--- src/hw/rtl/fchr_pkg.sv ---
// Shared types, constants and lookup functions for the fault code handshake responder.
`default_nettype none

package fchr_pkg;

   localparam int WIN_W   = 32;
   localparam int BYTE_W  = 8;
   localparam int CODE_W  = 12;
   localparam int IDX_W   = 2;

   localparam logic       KIND_ANSWER = 1'b0;
   localparam logic       KIND_FAULT  = 1'b1;
   localparam logic [IDX_W-1:0] LAST_SYNC_IDX = 2'd3;
   localparam logic [BYTE_W-1:0] SHORT_ANSWER_HI = 8'h01;
   localparam logic [BYTE_W-1:0] SHORT_ANSWER_LO = 8'hb0;

   typedef enum logic [1:0] {
      PH_FULL  = 2'd0,
      PH_SHORT = 2'd1,
      PH_FAULT = 2'd2
   } phase_type;

   typedef struct packed {
      logic              kind;
      logic [BYTE_W-1:0] tx_byte;
      logic [CODE_W-1:0] fault_code;
      logic              last;
   } result_type;

   // Up to two results produced by one request.
   typedef struct packed {
      logic [1:0] count;
      result_type first;
      result_type second;
   } pair_type;

   // Newest byte of each sync word; the three older bytes are zero.
   function automatic logic [BYTE_W-1:0] sync_byte(input logic [IDX_W-1:0] idx);
      logic [BYTE_W-1:0] val;
      case (idx)
         2'd0:    val = 8'ha0;
         2'd1:    val = 8'hb1;
         2'd2:    val = 8'h82;
         default: val = 8'h93;
      endcase
      return val;
   endfunction

   function automatic logic [BYTE_W-1:0] answer_hi(input logic [IDX_W-1:0] idx);
      logic [BYTE_W-1:0] val;
      case (idx)
         2'd0:    val = 8'h01;
         2'd1:    val = 8'hff;
         2'd2:    val = 8'h26;
         default: val = 8'h00;
      endcase
      return val;
   endfunction

   function automatic logic [BYTE_W-1:0] answer_lo(input logic [IDX_W-1:0] idx);
      logic [BYTE_W-1:0] val;
      case (idx)
         2'd0:    val = 8'hb0;
         2'd1:    val = 8'h5f;
         2'd2:    val = 8'ha4;
         default: val = 8'ha0;
      endcase
      return val;
   endfunction

endpackage

`default_nettype wire

--- src/hw/rtl/fchr_in_reg.sv ---
// Request input register: holds one received byte until the engine takes it.
`default_nettype none

module fchr_in_reg (
   input  wire logic                      clock,
   input  wire logic                      reset,
   input  wire logic                      req_valid,
   output logic                           req_stall,
   input  wire logic [fchr_pkg::BYTE_W-1:0] req_rx_byte,
   input  wire logic                      buf_ready,
   output logic                           in_valid,
   output logic [fchr_pkg::BYTE_W-1:0]    in_byte
);
   import fchr_pkg::*;

   logic              valid_ff, valid_in;
   logic [BYTE_W-1:0] byte_ff, byte_in;
   logic              take;

   assign req_stall = valid_ff & ~buf_ready;
   assign take      = req_valid & ~req_stall;

   always_comb begin
      valid_in = valid_ff;
      byte_in  = byte_ff;
      if (take) begin
         valid_in = 1'b1;
         byte_in  = req_rx_byte;
      end else if (buf_ready) begin
         valid_in = 1'b0;
      end
   end

   always_ff @(posedge clock) begin
      if (reset) begin
         valid_ff <= 1'b0;
      end else begin
         valid_ff <= valid_in;
      end
   end

   always_ff @(posedge clock) begin
      byte_ff <= byte_in;
   end

   assign in_valid = valid_ff;
   assign in_byte  = byte_ff;

endmodule

`default_nettype wire

--- src/hw/rtl/fchr_engine.sv ---
// Handshake state and result logic: byte window, phase, sync index, fault byte count.
`default_nettype none

module fchr_engine (
   input  wire logic                        clock,
   input  wire logic                        reset,
   input  wire logic                        fire,
   input  wire logic [fchr_pkg::BYTE_W-1:0] in_byte,
   output fchr_pkg::pair_type               pair
);
   import fchr_pkg::*;

   logic [WIN_W-1:0]  win_ff, win_in;
   phase_type         phase_ff, phase_in;
   logic [IDX_W-1:0]  idx_ff, idx_in;
   logic              cnt_ff, cnt_in;
   logic              match;
   logic [BYTE_W-1:0] prev;

   always_comb begin
      win_in   = {win_ff[WIN_W-BYTE_W-1:0], in_byte};
      prev     = win_ff[BYTE_W-1:0];
      match    = (win_in == {{(WIN_W-BYTE_W){1'b0}}, sync_byte(idx_ff)});
      phase_in = phase_ff;
      idx_in   = idx_ff;
      cnt_in   = cnt_ff;
      pair     = '0;
      case (phase_ff)
         PH_SHORT: begin
            if (match) begin
               idx_in   = idx_ff + 2'd1;
               phase_in = PH_FAULT;
               pair.count          = 2'd2;
               pair.first.kind     = KIND_ANSWER;
               pair.first.tx_byte  = SHORT_ANSWER_HI;
               pair.second.kind    = KIND_ANSWER;
               pair.second.tx_byte = SHORT_ANSWER_LO;
               pair.second.last    = 1'b1;
            end
         end
         PH_FAULT: begin
            if (!cnt_ff) begin
               cnt_in = 1'b1;
            end else begin
               cnt_in   = 1'b0;
               phase_in = PH_FULL;
               pair.count            = 2'd1;
               pair.first.kind       = KIND_FAULT;
               pair.first.fault_code = {in_byte[3:0], prev};
               pair.first.last       = 1'b1;
            end
         end
         default: begin
            // full sync; unused phase code behaves the same
            if (match) begin
               pair.count          = 2'd2;
               pair.first.kind     = KIND_ANSWER;
               pair.first.tx_byte  = answer_hi(idx_ff);
               pair.second.kind    = KIND_ANSWER;
               pair.second.tx_byte = answer_lo(idx_ff);
               pair.second.last    = 1'b1;
               if (idx_ff == LAST_SYNC_IDX) begin
                  idx_in   = '0;
                  phase_in = PH_SHORT;
               end else begin
                  idx_in = idx_ff + 2'd1;
               end
            end
         end
      endcase
   end

   always_ff @(posedge clock) begin
      if (reset) begin
         win_ff   <= '0;
         phase_ff <= PH_FULL;
         idx_ff   <= '0;
         cnt_ff   <= 1'b0;
      end else if (fire) begin
         win_ff   <= win_in;
         phase_ff <= phase_in;
         idx_ff   <= idx_in;
         cnt_ff   <= cnt_in;
      end
   end

   a_cnt_only_in_fault: assert property (@(posedge clock) disable iff (reset)
      cnt_ff |-> phase_ff == PH_FAULT)
      else $error("fault byte count set outside fault read phase");

   a_pair_shape: assert property (@(posedge clock) disable iff (reset)
      (fire && pair.count == 2'd2) |->
         (pair.first.kind == KIND_ANSWER && pair.second.kind == KIND_ANSWER &&
          !pair.first.last && pair.second.last))
      else $error("answer pair malformed");

   a_short_to_fault: assert property (@(posedge clock) disable iff (reset)
      (fire && phase_ff == PH_SHORT && pair.count != 2'd0) |=> phase_ff == PH_FAULT)
      else $error("short sync match did not enter fault read phase");

endmodule

`default_nettype wire

--- src/hw/rtl/fchr_out_buf.sv ---
// Two-entry result register: presents results in order and frees up for the next request.
`default_nettype none

module fchr_out_buf (
   input  wire logic                        clock,
   input  wire logic                        reset,
   input  wire logic                        load,
   input  wire fchr_pkg::pair_type          pair,
   output logic                             buf_ready,
   output logic                             rsp_valid,
   input  wire logic                        rsp_stall,
   output logic                             rsp_kind,
   output logic [fchr_pkg::BYTE_W-1:0]      rsp_tx_byte,
   output logic [fchr_pkg::CODE_W-1:0]      rsp_fault_code,
   output logic                             rsp_last
);
   import fchr_pkg::*;

   logic [1:0] cnt_ff, cnt_in;
   result_type e0_ff, e0_in;
   result_type e1_ff, e1_in;
   logic       pop;

   assign pop       = (cnt_ff != 2'd0) & ~rsp_stall;
   // room for a new pair once at most the head remains and it leaves now
   assign buf_ready = (cnt_ff == 2'd0) | ((cnt_ff == 2'd1) & ~rsp_stall);

   always_comb begin
      cnt_in = cnt_ff;
      e0_in  = e0_ff;
      e1_in  = e1_ff;
      if (pop) begin
         if (cnt_ff == 2'd2) begin
            e0_in  = e1_ff;
            cnt_in = 2'd1;
         end else begin
            cnt_in = 2'd0;
         end
      end
      if (load) begin
         case (pair.count)
            2'd2: begin
               e0_in  = pair.first;
               e1_in  = pair.second;
               cnt_in = 2'd2;
            end
            2'd1: begin
               e0_in  = pair.first;
               cnt_in = 2'd1;
            end
            default: begin
            end
         endcase
      end
   end

   always_ff @(posedge clock) begin
      if (reset) begin
         cnt_ff <= 2'd0;
      end else begin
         cnt_ff <= cnt_in;
      end
   end

   always_ff @(posedge clock) begin
      e0_ff <= e0_in;
      e1_ff <= e1_in;
   end

   assign rsp_valid      = (cnt_ff != 2'd0);
   assign rsp_kind       = e0_ff.kind;
   assign rsp_tx_byte    = e0_ff.tx_byte;
   assign rsp_fault_code = e0_ff.fault_code;
   assign rsp_last       = e0_ff.last;

   a_cnt_range: assert property (@(posedge clock) disable iff (reset)
      cnt_ff != 2'd3)
      else $error("result count out of range");

   a_full_order: assert property (@(posedge clock) disable iff (reset)
      (cnt_ff == 2'd2) |-> (!e0_ff.last && e1_ff.last))
      else $error("held pair out of order");

   a_drain_second: assert property (@(posedge clock) disable iff (reset)
      (cnt_ff == 2'd2 && !rsp_stall) |=> cnt_ff == 2'd1)
      else $error("second result lost or overwritten");

endmodule

`default_nettype wire

--- src/hw/rtl/fault_code_handshake_responder.sv ---
// Fault code handshake responder top level: input register, engine and result register.
//
// Request channel (req_): one received serial byte per request, valid/stall handshake.
// Response channel (rsp_): answer bytes (kind 0) and fault code reports (kind 1);
// rsp_last marks the final response caused by a request.
// A request is registered in the input register; once the result register has room,
// the engine updates its state and loads its responses into the result register,
// whose head entry drives the rsp_ ports until it is taken.
// Throughput: one request per cycle while rsp_stall is low, when it causes no response
// or one fault report; a request that causes a two-byte answer fills both result
// register entries, so the next request waits until only the second byte is left.
// When rsp_stall is high the response is held; once the result register cannot take
// the next pair, the input register holds its byte and req_stall rises.
// Synchronous reset clears the byte window, enters the full sync phase with sync
// index zero and empties both registers; requests are taken the cycle after reset.
`default_nettype none

module fault_code_handshake_responder (
   input  wire logic                        clock,
   input  wire logic                        reset,
   input  wire logic                        req_valid,
   output logic                             req_stall,
   input  wire logic [fchr_pkg::BYTE_W-1:0] req_rx_byte,
   output logic                             rsp_valid,
   input  wire logic                        rsp_stall,
   output logic                             rsp_kind,
   output logic [fchr_pkg::BYTE_W-1:0]      rsp_tx_byte,
   output logic [fchr_pkg::CODE_W-1:0]      rsp_fault_code,
   output logic                             rsp_last
);
   import fchr_pkg::*;

   logic              buf_ready;
   logic              in_valid;
   logic [BYTE_W-1:0] in_byte;
   logic              fire;
   pair_type          pair;

   assign fire = in_valid & buf_ready;

   fchr_in_reg u_in_reg (
      .clock       (clock),
      .reset       (reset),
      .req_valid   (req_valid),
      .req_stall   (req_stall),
      .req_rx_byte (req_rx_byte),
      .buf_ready   (buf_ready),
      .in_valid    (in_valid),
      .in_byte     (in_byte)
   );

   fchr_engine u_engine (
      .clock   (clock),
      .reset   (reset),
      .fire    (fire),
      .in_byte (in_byte),
      .pair    (pair)
   );

   fchr_out_buf u_out_buf (
      .clock          (clock),
      .reset          (reset),
      .load           (fire),
      .pair           (pair),
      .buf_ready      (buf_ready),
      .rsp_valid      (rsp_valid),
      .rsp_stall      (rsp_stall),
      .rsp_kind       (rsp_kind),
      .rsp_tx_byte    (rsp_tx_byte),
      .rsp_fault_code (rsp_fault_code),
      .rsp_last       (rsp_last)
   );

endmodule

`default_nettype wire
--- config.mk ---
export PLATFORM = sky130hd
export DESIGN_NAME = fault_code_handshake_responder
export DESIGN_NICKNAME = d
export VERILOG_FILES = /design/src/hw/rtl/fchr_pkg.sv /design/src/hw/rtl/fchr_in_reg.sv /design/src/hw/rtl/fchr_engine.sv /design/src/hw/rtl/fchr_out_buf.sv /design/src/hw/rtl/fault_code_handshake_responder.sv
export SDC_FILE = /design/constraint.sdc
export NUM_CORES = 1
export LEC_CHECK = 0
export BUFFER_PORTS_ARGS = -buffer_cell sky130_fd_sc_hd__buf_2
export CELL_PAD_IN_SITES_DETAIL_PLACEMENT = 1
export CELL_PAD_IN_SITES_GLOBAL_PLACEMENT = 2
export CORE_MARGIN = 5
export CORE_UTILIZATION = 35
export CTS_CLUSTER_DIAMETER = 150
export CTS_CLUSTER_SIZE = 24
export DETAILED_ROUTE_END_ITERATION = 10
export PLACE_DENSITY_LB_ADDON = 0.3
export SYNTH_ARGS = -nofsm -noshare
export SYNTH_HDL_FRONTEND = slang
export SYNTH_SLANG_ARGS = --single-unit
--- constraint.sdc ---
create_clock -name clock -period 3.9 [get_ports clock]
set_input_delay 0.585 -clock clock [delete_from_list [all_inputs] [get_ports clock]]
set_output_delay 0.585 -clock clock [all_outputs]
set_load 0.005 [all_outputs]
Yosys cells after proc, flatten, opt, wreduce, memory -nomap -nowiden
Cells that the tools add are included.
{"block": "totals", "regBits": 72, "in_bits": 12}
{"block": "classes", "add_sub_neg": 1, "n_eq_ne": 12, "n_mux": 34, "bitwise": 10, "n_reduce_logical": 11}
{"operator": "22-bit 2-to-1 mux", "n": 4}
{"operator": "8-bit one-hot mux with 3 select lines", "n": 2}
{"operator": "32-bit by 8-bit == test with 1-bit output", "n": 1}
{"operator": "13-bit 2-to-1 mux", "n": 2}
{"operator": "11-bit 2-to-1 mux", "n": 2}
{"operator": "2-bit 2-to-1 mux", "n": 10}
{"operator": "6-bit one-hot mux with 3 select lines", "n": 1}
{"operator": "9-bit one-hot mux with 2 select lines", "n": 1}
{"operator": "8-bit 2-to-1 mux", "n": 2}
{"operator": "8-bit one-hot mux with 2 select lines", "n": 1}
{"operator": "2-bit one-hot mux with 2 select lines", "n": 3}
{"operator": "2-bit == test, second input constant", "n": 5}
{"operator": "2-bit by 1-bit == test with 1-bit output, second input constant", "n": 4}
{"operator": "3-bit one-hot mux with 2 select lines", "n": 1}
{"operator": "2-bit nonzero test", "n": 3}
{"operator": "1-bit AND", "n": 5}
{"operator": "1-bit 2-to-1 mux", "n": 5}
{"operator": "5-bit AND reduction", "n": 1}
{"operator": "2-bit logical NOT", "n": 2}
{"operator": "2-bit by 1-bit != test with 1-bit output, second input constant", "n": 2}
{"operator": "1-bit inverter", "n": 4}
{"operator": "2-bit AND reduction", "n": 2}
{"operator": "3-bit AND reduction", "n": 1}
{"operator": "3-bit nonzero test", "n": 1}
{"operator": "3 further kinds", "n": 3}

Logic depth before layout (Yosys ltp)
{"block": "depth", "ltp_word": 9, "mapped_depth": 14, "ltp_nobuf": 13}

Hierarchy
From an unflattened synthesis, not the netlist that was laid out.
{"block": "hier_totals", "cells_unflattened": 383, "area_unflattened_um2": 3836.2}
{"mod": "fchr_engine", "instances": 1, "cells_each": 211, "area_each_um2": 1826.8, "seq_area_each_um2": 580.6}
{"mod": "fchr_out_buf", "instances": 1, "cells_each": 159, "area_each_um2": 1712.9, "seq_area_each_um2": 1141.1}
{"mod": "fchr_in_reg", "instances": 1, "cells_each": 12, "area_each_um2": 290.3, "seq_area_each_um2": 260.2}
{"mod": "fault_code_handshake_responder", "instances": 1, "cells_each": 1, "area_each_um2": 6.3, "seq_area_each_um2": 0.0}

Least setup slack after synthesis
Ideal clock, no wire load.
{"block": "synth_timing", "kind": "flip-flop to flip-flop", "from": "register u_engine.idx_ff[0]", "to": "register u_out_buf.e0_ff, in the netlist u_out_buf.rsp_fault_code[9]", "setup_ps": 117, "arrival_time_ps": 2795, "required_ps": 3783, "slack_ps": 988, "path_stages_with_launch": 13, "synth_period_minus_slack_ps": 2912, "path_cell_list": "dfxtp_1 > inv_1 > ha_1 > or3_1 > o221ai_2 > and3_2 > o21ai_0 > inv_1 > ha_1 > nor2_1 > nor2_1 > clkbuf_1 > a22o_1"}
{"item": "start, declared", "line": "fchr_engine.sv:15", "source": "logic [IDX_W-1:0] idx_ff, idx_in;"}
{"item": "start signal, assigned", "line": "fchr_engine.sv:82", "source": "idx_ff <= idx_in;"}
{"item": "end signal, assigned", "line": "fchr_out_buf.sv:66", "source": "e0_ff <= e0_in;"}
{"item": "end, declared", "line": "fchr_out_buf.sv:20", "source": "result_type e0_ff, e0_in;"}

==> run_results.csv <==
group,metric,value,unit
critical_path,crit_family,"simple AND/OR/NAND/NOR gates",
clocking,cts_buffers,9,
yosys,synth_edf_count,13,
critical_path,crit_buf_inv,2,
timing,relSlewSlack,28.0,%
yosys,ys_seq_area_share,54.8,%
cells_and_area,regArea,0.00147,mm^2
yosys,synth_area,0.00269,mm^2
global_route,grt_pass1_wl,10500,um
clocking,cts_root_buffer,"clkbuf_8",
detailed_routing,avgRoutedWirePerCell,15.1,um
power_and_ir_drop,p_leak,1.27,nW
power_and_ir_drop,ir_drop,0.163,mV
clocking,clkTransAtPathRegs,0.08,ns
outcome,status,"complete, no violations",
floorplan,start_util,35.3,%
clocking,clk_latency,0.33,ns
floorplan,row_count,32,
critical_path,worst_path_max_delay_cell,"nor2_1",
detailed_routing,drtIter0Drc,69,
job,cap_violations,0,
placement,port_buffers,35,
critical_path,cp-start-kind,"flop",
clocking,htree_levels,3,
timing,period_minus_slack,3.44,ns
yosys,synth_area_leaders,"dfxtp_1, edfxtp_1, nand2_1, a21oi_1, ha_1",
clocking,cts_resized,0,
detailed_routing,drc,0,
cells_and_area,final_cell_mix,"nand2_1, dfxtp_1, buf_2, a21oi_1, edfxtp_1",
yosys,syn_area_per_cell,9.53,um^2
timing,slew_viol_final,0,
cells_and_area,post-route-cell-area,0.00318,mm^2
critical_path,critPathMaxStageDelay,0.85,ns
critical_path,end_kind,"flop",
critical_path,critPathKind,"reg2reg",
yosys,yosys_warnings,0,
yosys,syn_inst,282,
global_route,globalRouteOverflowTotal,0,
cells_and_area,final_common_cell,"nand2_1",
yosys,synthFlopType,"dfxtp_1",
yosys,synthArstFlopShare,0,%
global_route,grt_util_all_layers,13.8,%
placement,dp_hpwl,4530,um
floorplan,die_w,97.6,um
critical_path,cp_max_fo,14,
detailed_routing,wl,6400,um
timing,grt_setup_unrepaired,"false",
timing,fin_skew,0.00673,ns
timing,worstMarginPinSlew,1.08,ns
yosys,syn_nets,304,
cells_and_area,fin_nets,340,
timing,post-route-period-util,88.1,%
yosys,synth_top_area_cell,"dfxtp_1",
floorplan,die_h,97.6,um
timing,hold_viol_final,0,
floorplan,dieArea,0.00953,mm^2
detailed_routing,drtAntennaViolNets,0,
power_and_ir_drop,power_density,451,mW/mm^2
timing,setup_viol,0,
clocking,postCtsSetupRepairBufs,0,
cells_and_area,antenna_cells,0,
placement,place_congestion,0.777,
global_route,grt_max_degree,34,
cells_and_area,fillers,891,
timing,max_freq,291,MHz
detailed_routing,viasPerCell,4.98,
floorplan,core,0.00761,mm^2
yosys,yosysUniqueCellTypes,38,
timing,finalSetupTns,0,ns
clocking,cts.sinks,67,
global_route,antenna_found_initial,0,
cells_and_area,area_growth,18.5,%
hold_path,hp-class,"in2reg",
cells_and_area,layout-drive-gt1-share,18.6,%
floorplan,ios,36,
placement,post_dp_cell_area,0.00296,mm^2
cells_and_area,multi_input_area,0.00112,mm^2
critical_path,crit_chain,"inv_1 -> ha_1 -> nor3b_1 -> o21ai_0 -> o221ai_2 -> and3_2 -> o21ai_0 -> inv_1 -> ha_1 -> nor2_1 -> nor2_1 -> a22o_1",
detailed_routing,vias,2117,
critical_path,required,4.18,ns
detailed_routing,firstDrtPassIters,4,
yosys,ys_ff_latch,67,
critical_path,worst_ep_arrival_time,3.71,ns
clocking,cts_tree,"done",
yosys,synth_top_area_share,40.2,%
clocking,cts_buffer_depth,2,
clocking,ctsHoldBuffers,0,
global_route,grt_pass1_vias,2081,
## stage by stage
step	setup WS (ns)	hold WS [ns]	instances	utilization, %	power [W]
2_1_floorplan	0.988	0.436	282	-	0.000779
3_3_place_gp	0.641	0.448	409	38.9	0.000801
3_5_place_dp	0.427	0.452	409	38.9	0.000802
4_1_cts	0.379	0.403	425	41.9	0.00146
5_1_grt	0.0340	0.402	425	41.9	0.00149
6_report	0.464	0.421	425	41.9	0.00144
## state kept, by name, indices dropped and copies added, names as in the netlist, 2 cells and up
signal	count
u_engine.win_ff	24
u_out_buf.rsp_fault_code	12
u_in_reg.in_byte	8
u_out_buf.rsp_tx_byte	8
u_out_buf.e1_ff	5
u_engine.idx_ff	2
u_engine.phase_ff	2
u_out_buf.cnt_ff	2
## cells by family after synthesis
logic type	after synthesis	share of synthesized area, %
buffers and inverters	24	3.45
multiplexers	4	1.49
XOR/XNOR	2	0.652
flip-flops	67	54.8
AO/OA/AOI/OAI	64	15.1
AND/OR/NAND/NOR	111	19.8
adder cells (fa/ha/maj)	10	4.66
## worst paths after layout
path | start | to | slack [ns] | depth (start not counted)
setup reg to reg | u_engine.idx_ff[0]$_SDFFE_PP0P_ | u_out_buf.rsp_fault_code[8]$_DFF_P_ | 0.46 | 12
setup / recovery | u_engine.idx_ff[0]$_SDFFE_PP0P_ | u_out_buf.rsp_fault_code[8]$_DFF_P_ | 0.46 | 12
hold reg to reg | u_engine.win_ff[20]$_SDFFE_PP0P_ | u_engine.win_ff[20]$_SDFFE_PP0P_ | 0.46 | 2
hold / removal | req_rx_byte[3] | u_in_reg.in_byte[3]$_DFFE_PP_ | 0.42 | 1
## report_power, final
| group | internal (W) | switching (W) |
|---|---|---|
| sequential | 0.000720 | 0.0000147 |
| clock | 0.000378 | 0.000274 |
| combinational | 0.0000190 | 0.0000311 |
## final cells by class
type                            count  share of cell area [%]
Clock buffer                       10                    4.32
Clock inverter                      6                    2.71
Inverter                           11                    1.30
Multi-Input combinational cell    191                    35.2
Sequential cell                    67                    46.2
Tap cell                          102                    4.01
Timing Repair Buffer               38                    6.21
## routing by layer
metal | global-route usage, % | share of wire (%) | up-vias
li1 | - | - | 1061
met1 | 20.0 | 52 | 1002
met2 | 19.6 | 42 | 45
met3 | 3.45 | 4.4 | 9
met4 | 5.22 | 1.3 | 0
met5 | 0 | 0 | -
## worst reg2reg max path, delay by kind of cell, from the launching register on
family	cells	cell delay, ns
fa+ha+maj	2	0.53
compound gates	4	0.82
simple gates	4	1.35
buf+inv	2	0.20
flops	1	0.48
## Yosys cell counts (all sizes together) (2+ instances only)
library cell,n
nand2,63
dfxtp,54
a21oi,32
edfxtp,13
a22o,12
nor2,12
clkbuf,11
inv,11
ha,10
o21ai,7
nand3,6
nor4,6
a31oi,5
and3,4
mux2i,4
nor2b,4
a221oi,2
and2,2
buf,2
nand2b,2
nand4,2
nor3,2
or3,2
or4,2
xnor2,2
(Power assumes the default switching activity.)
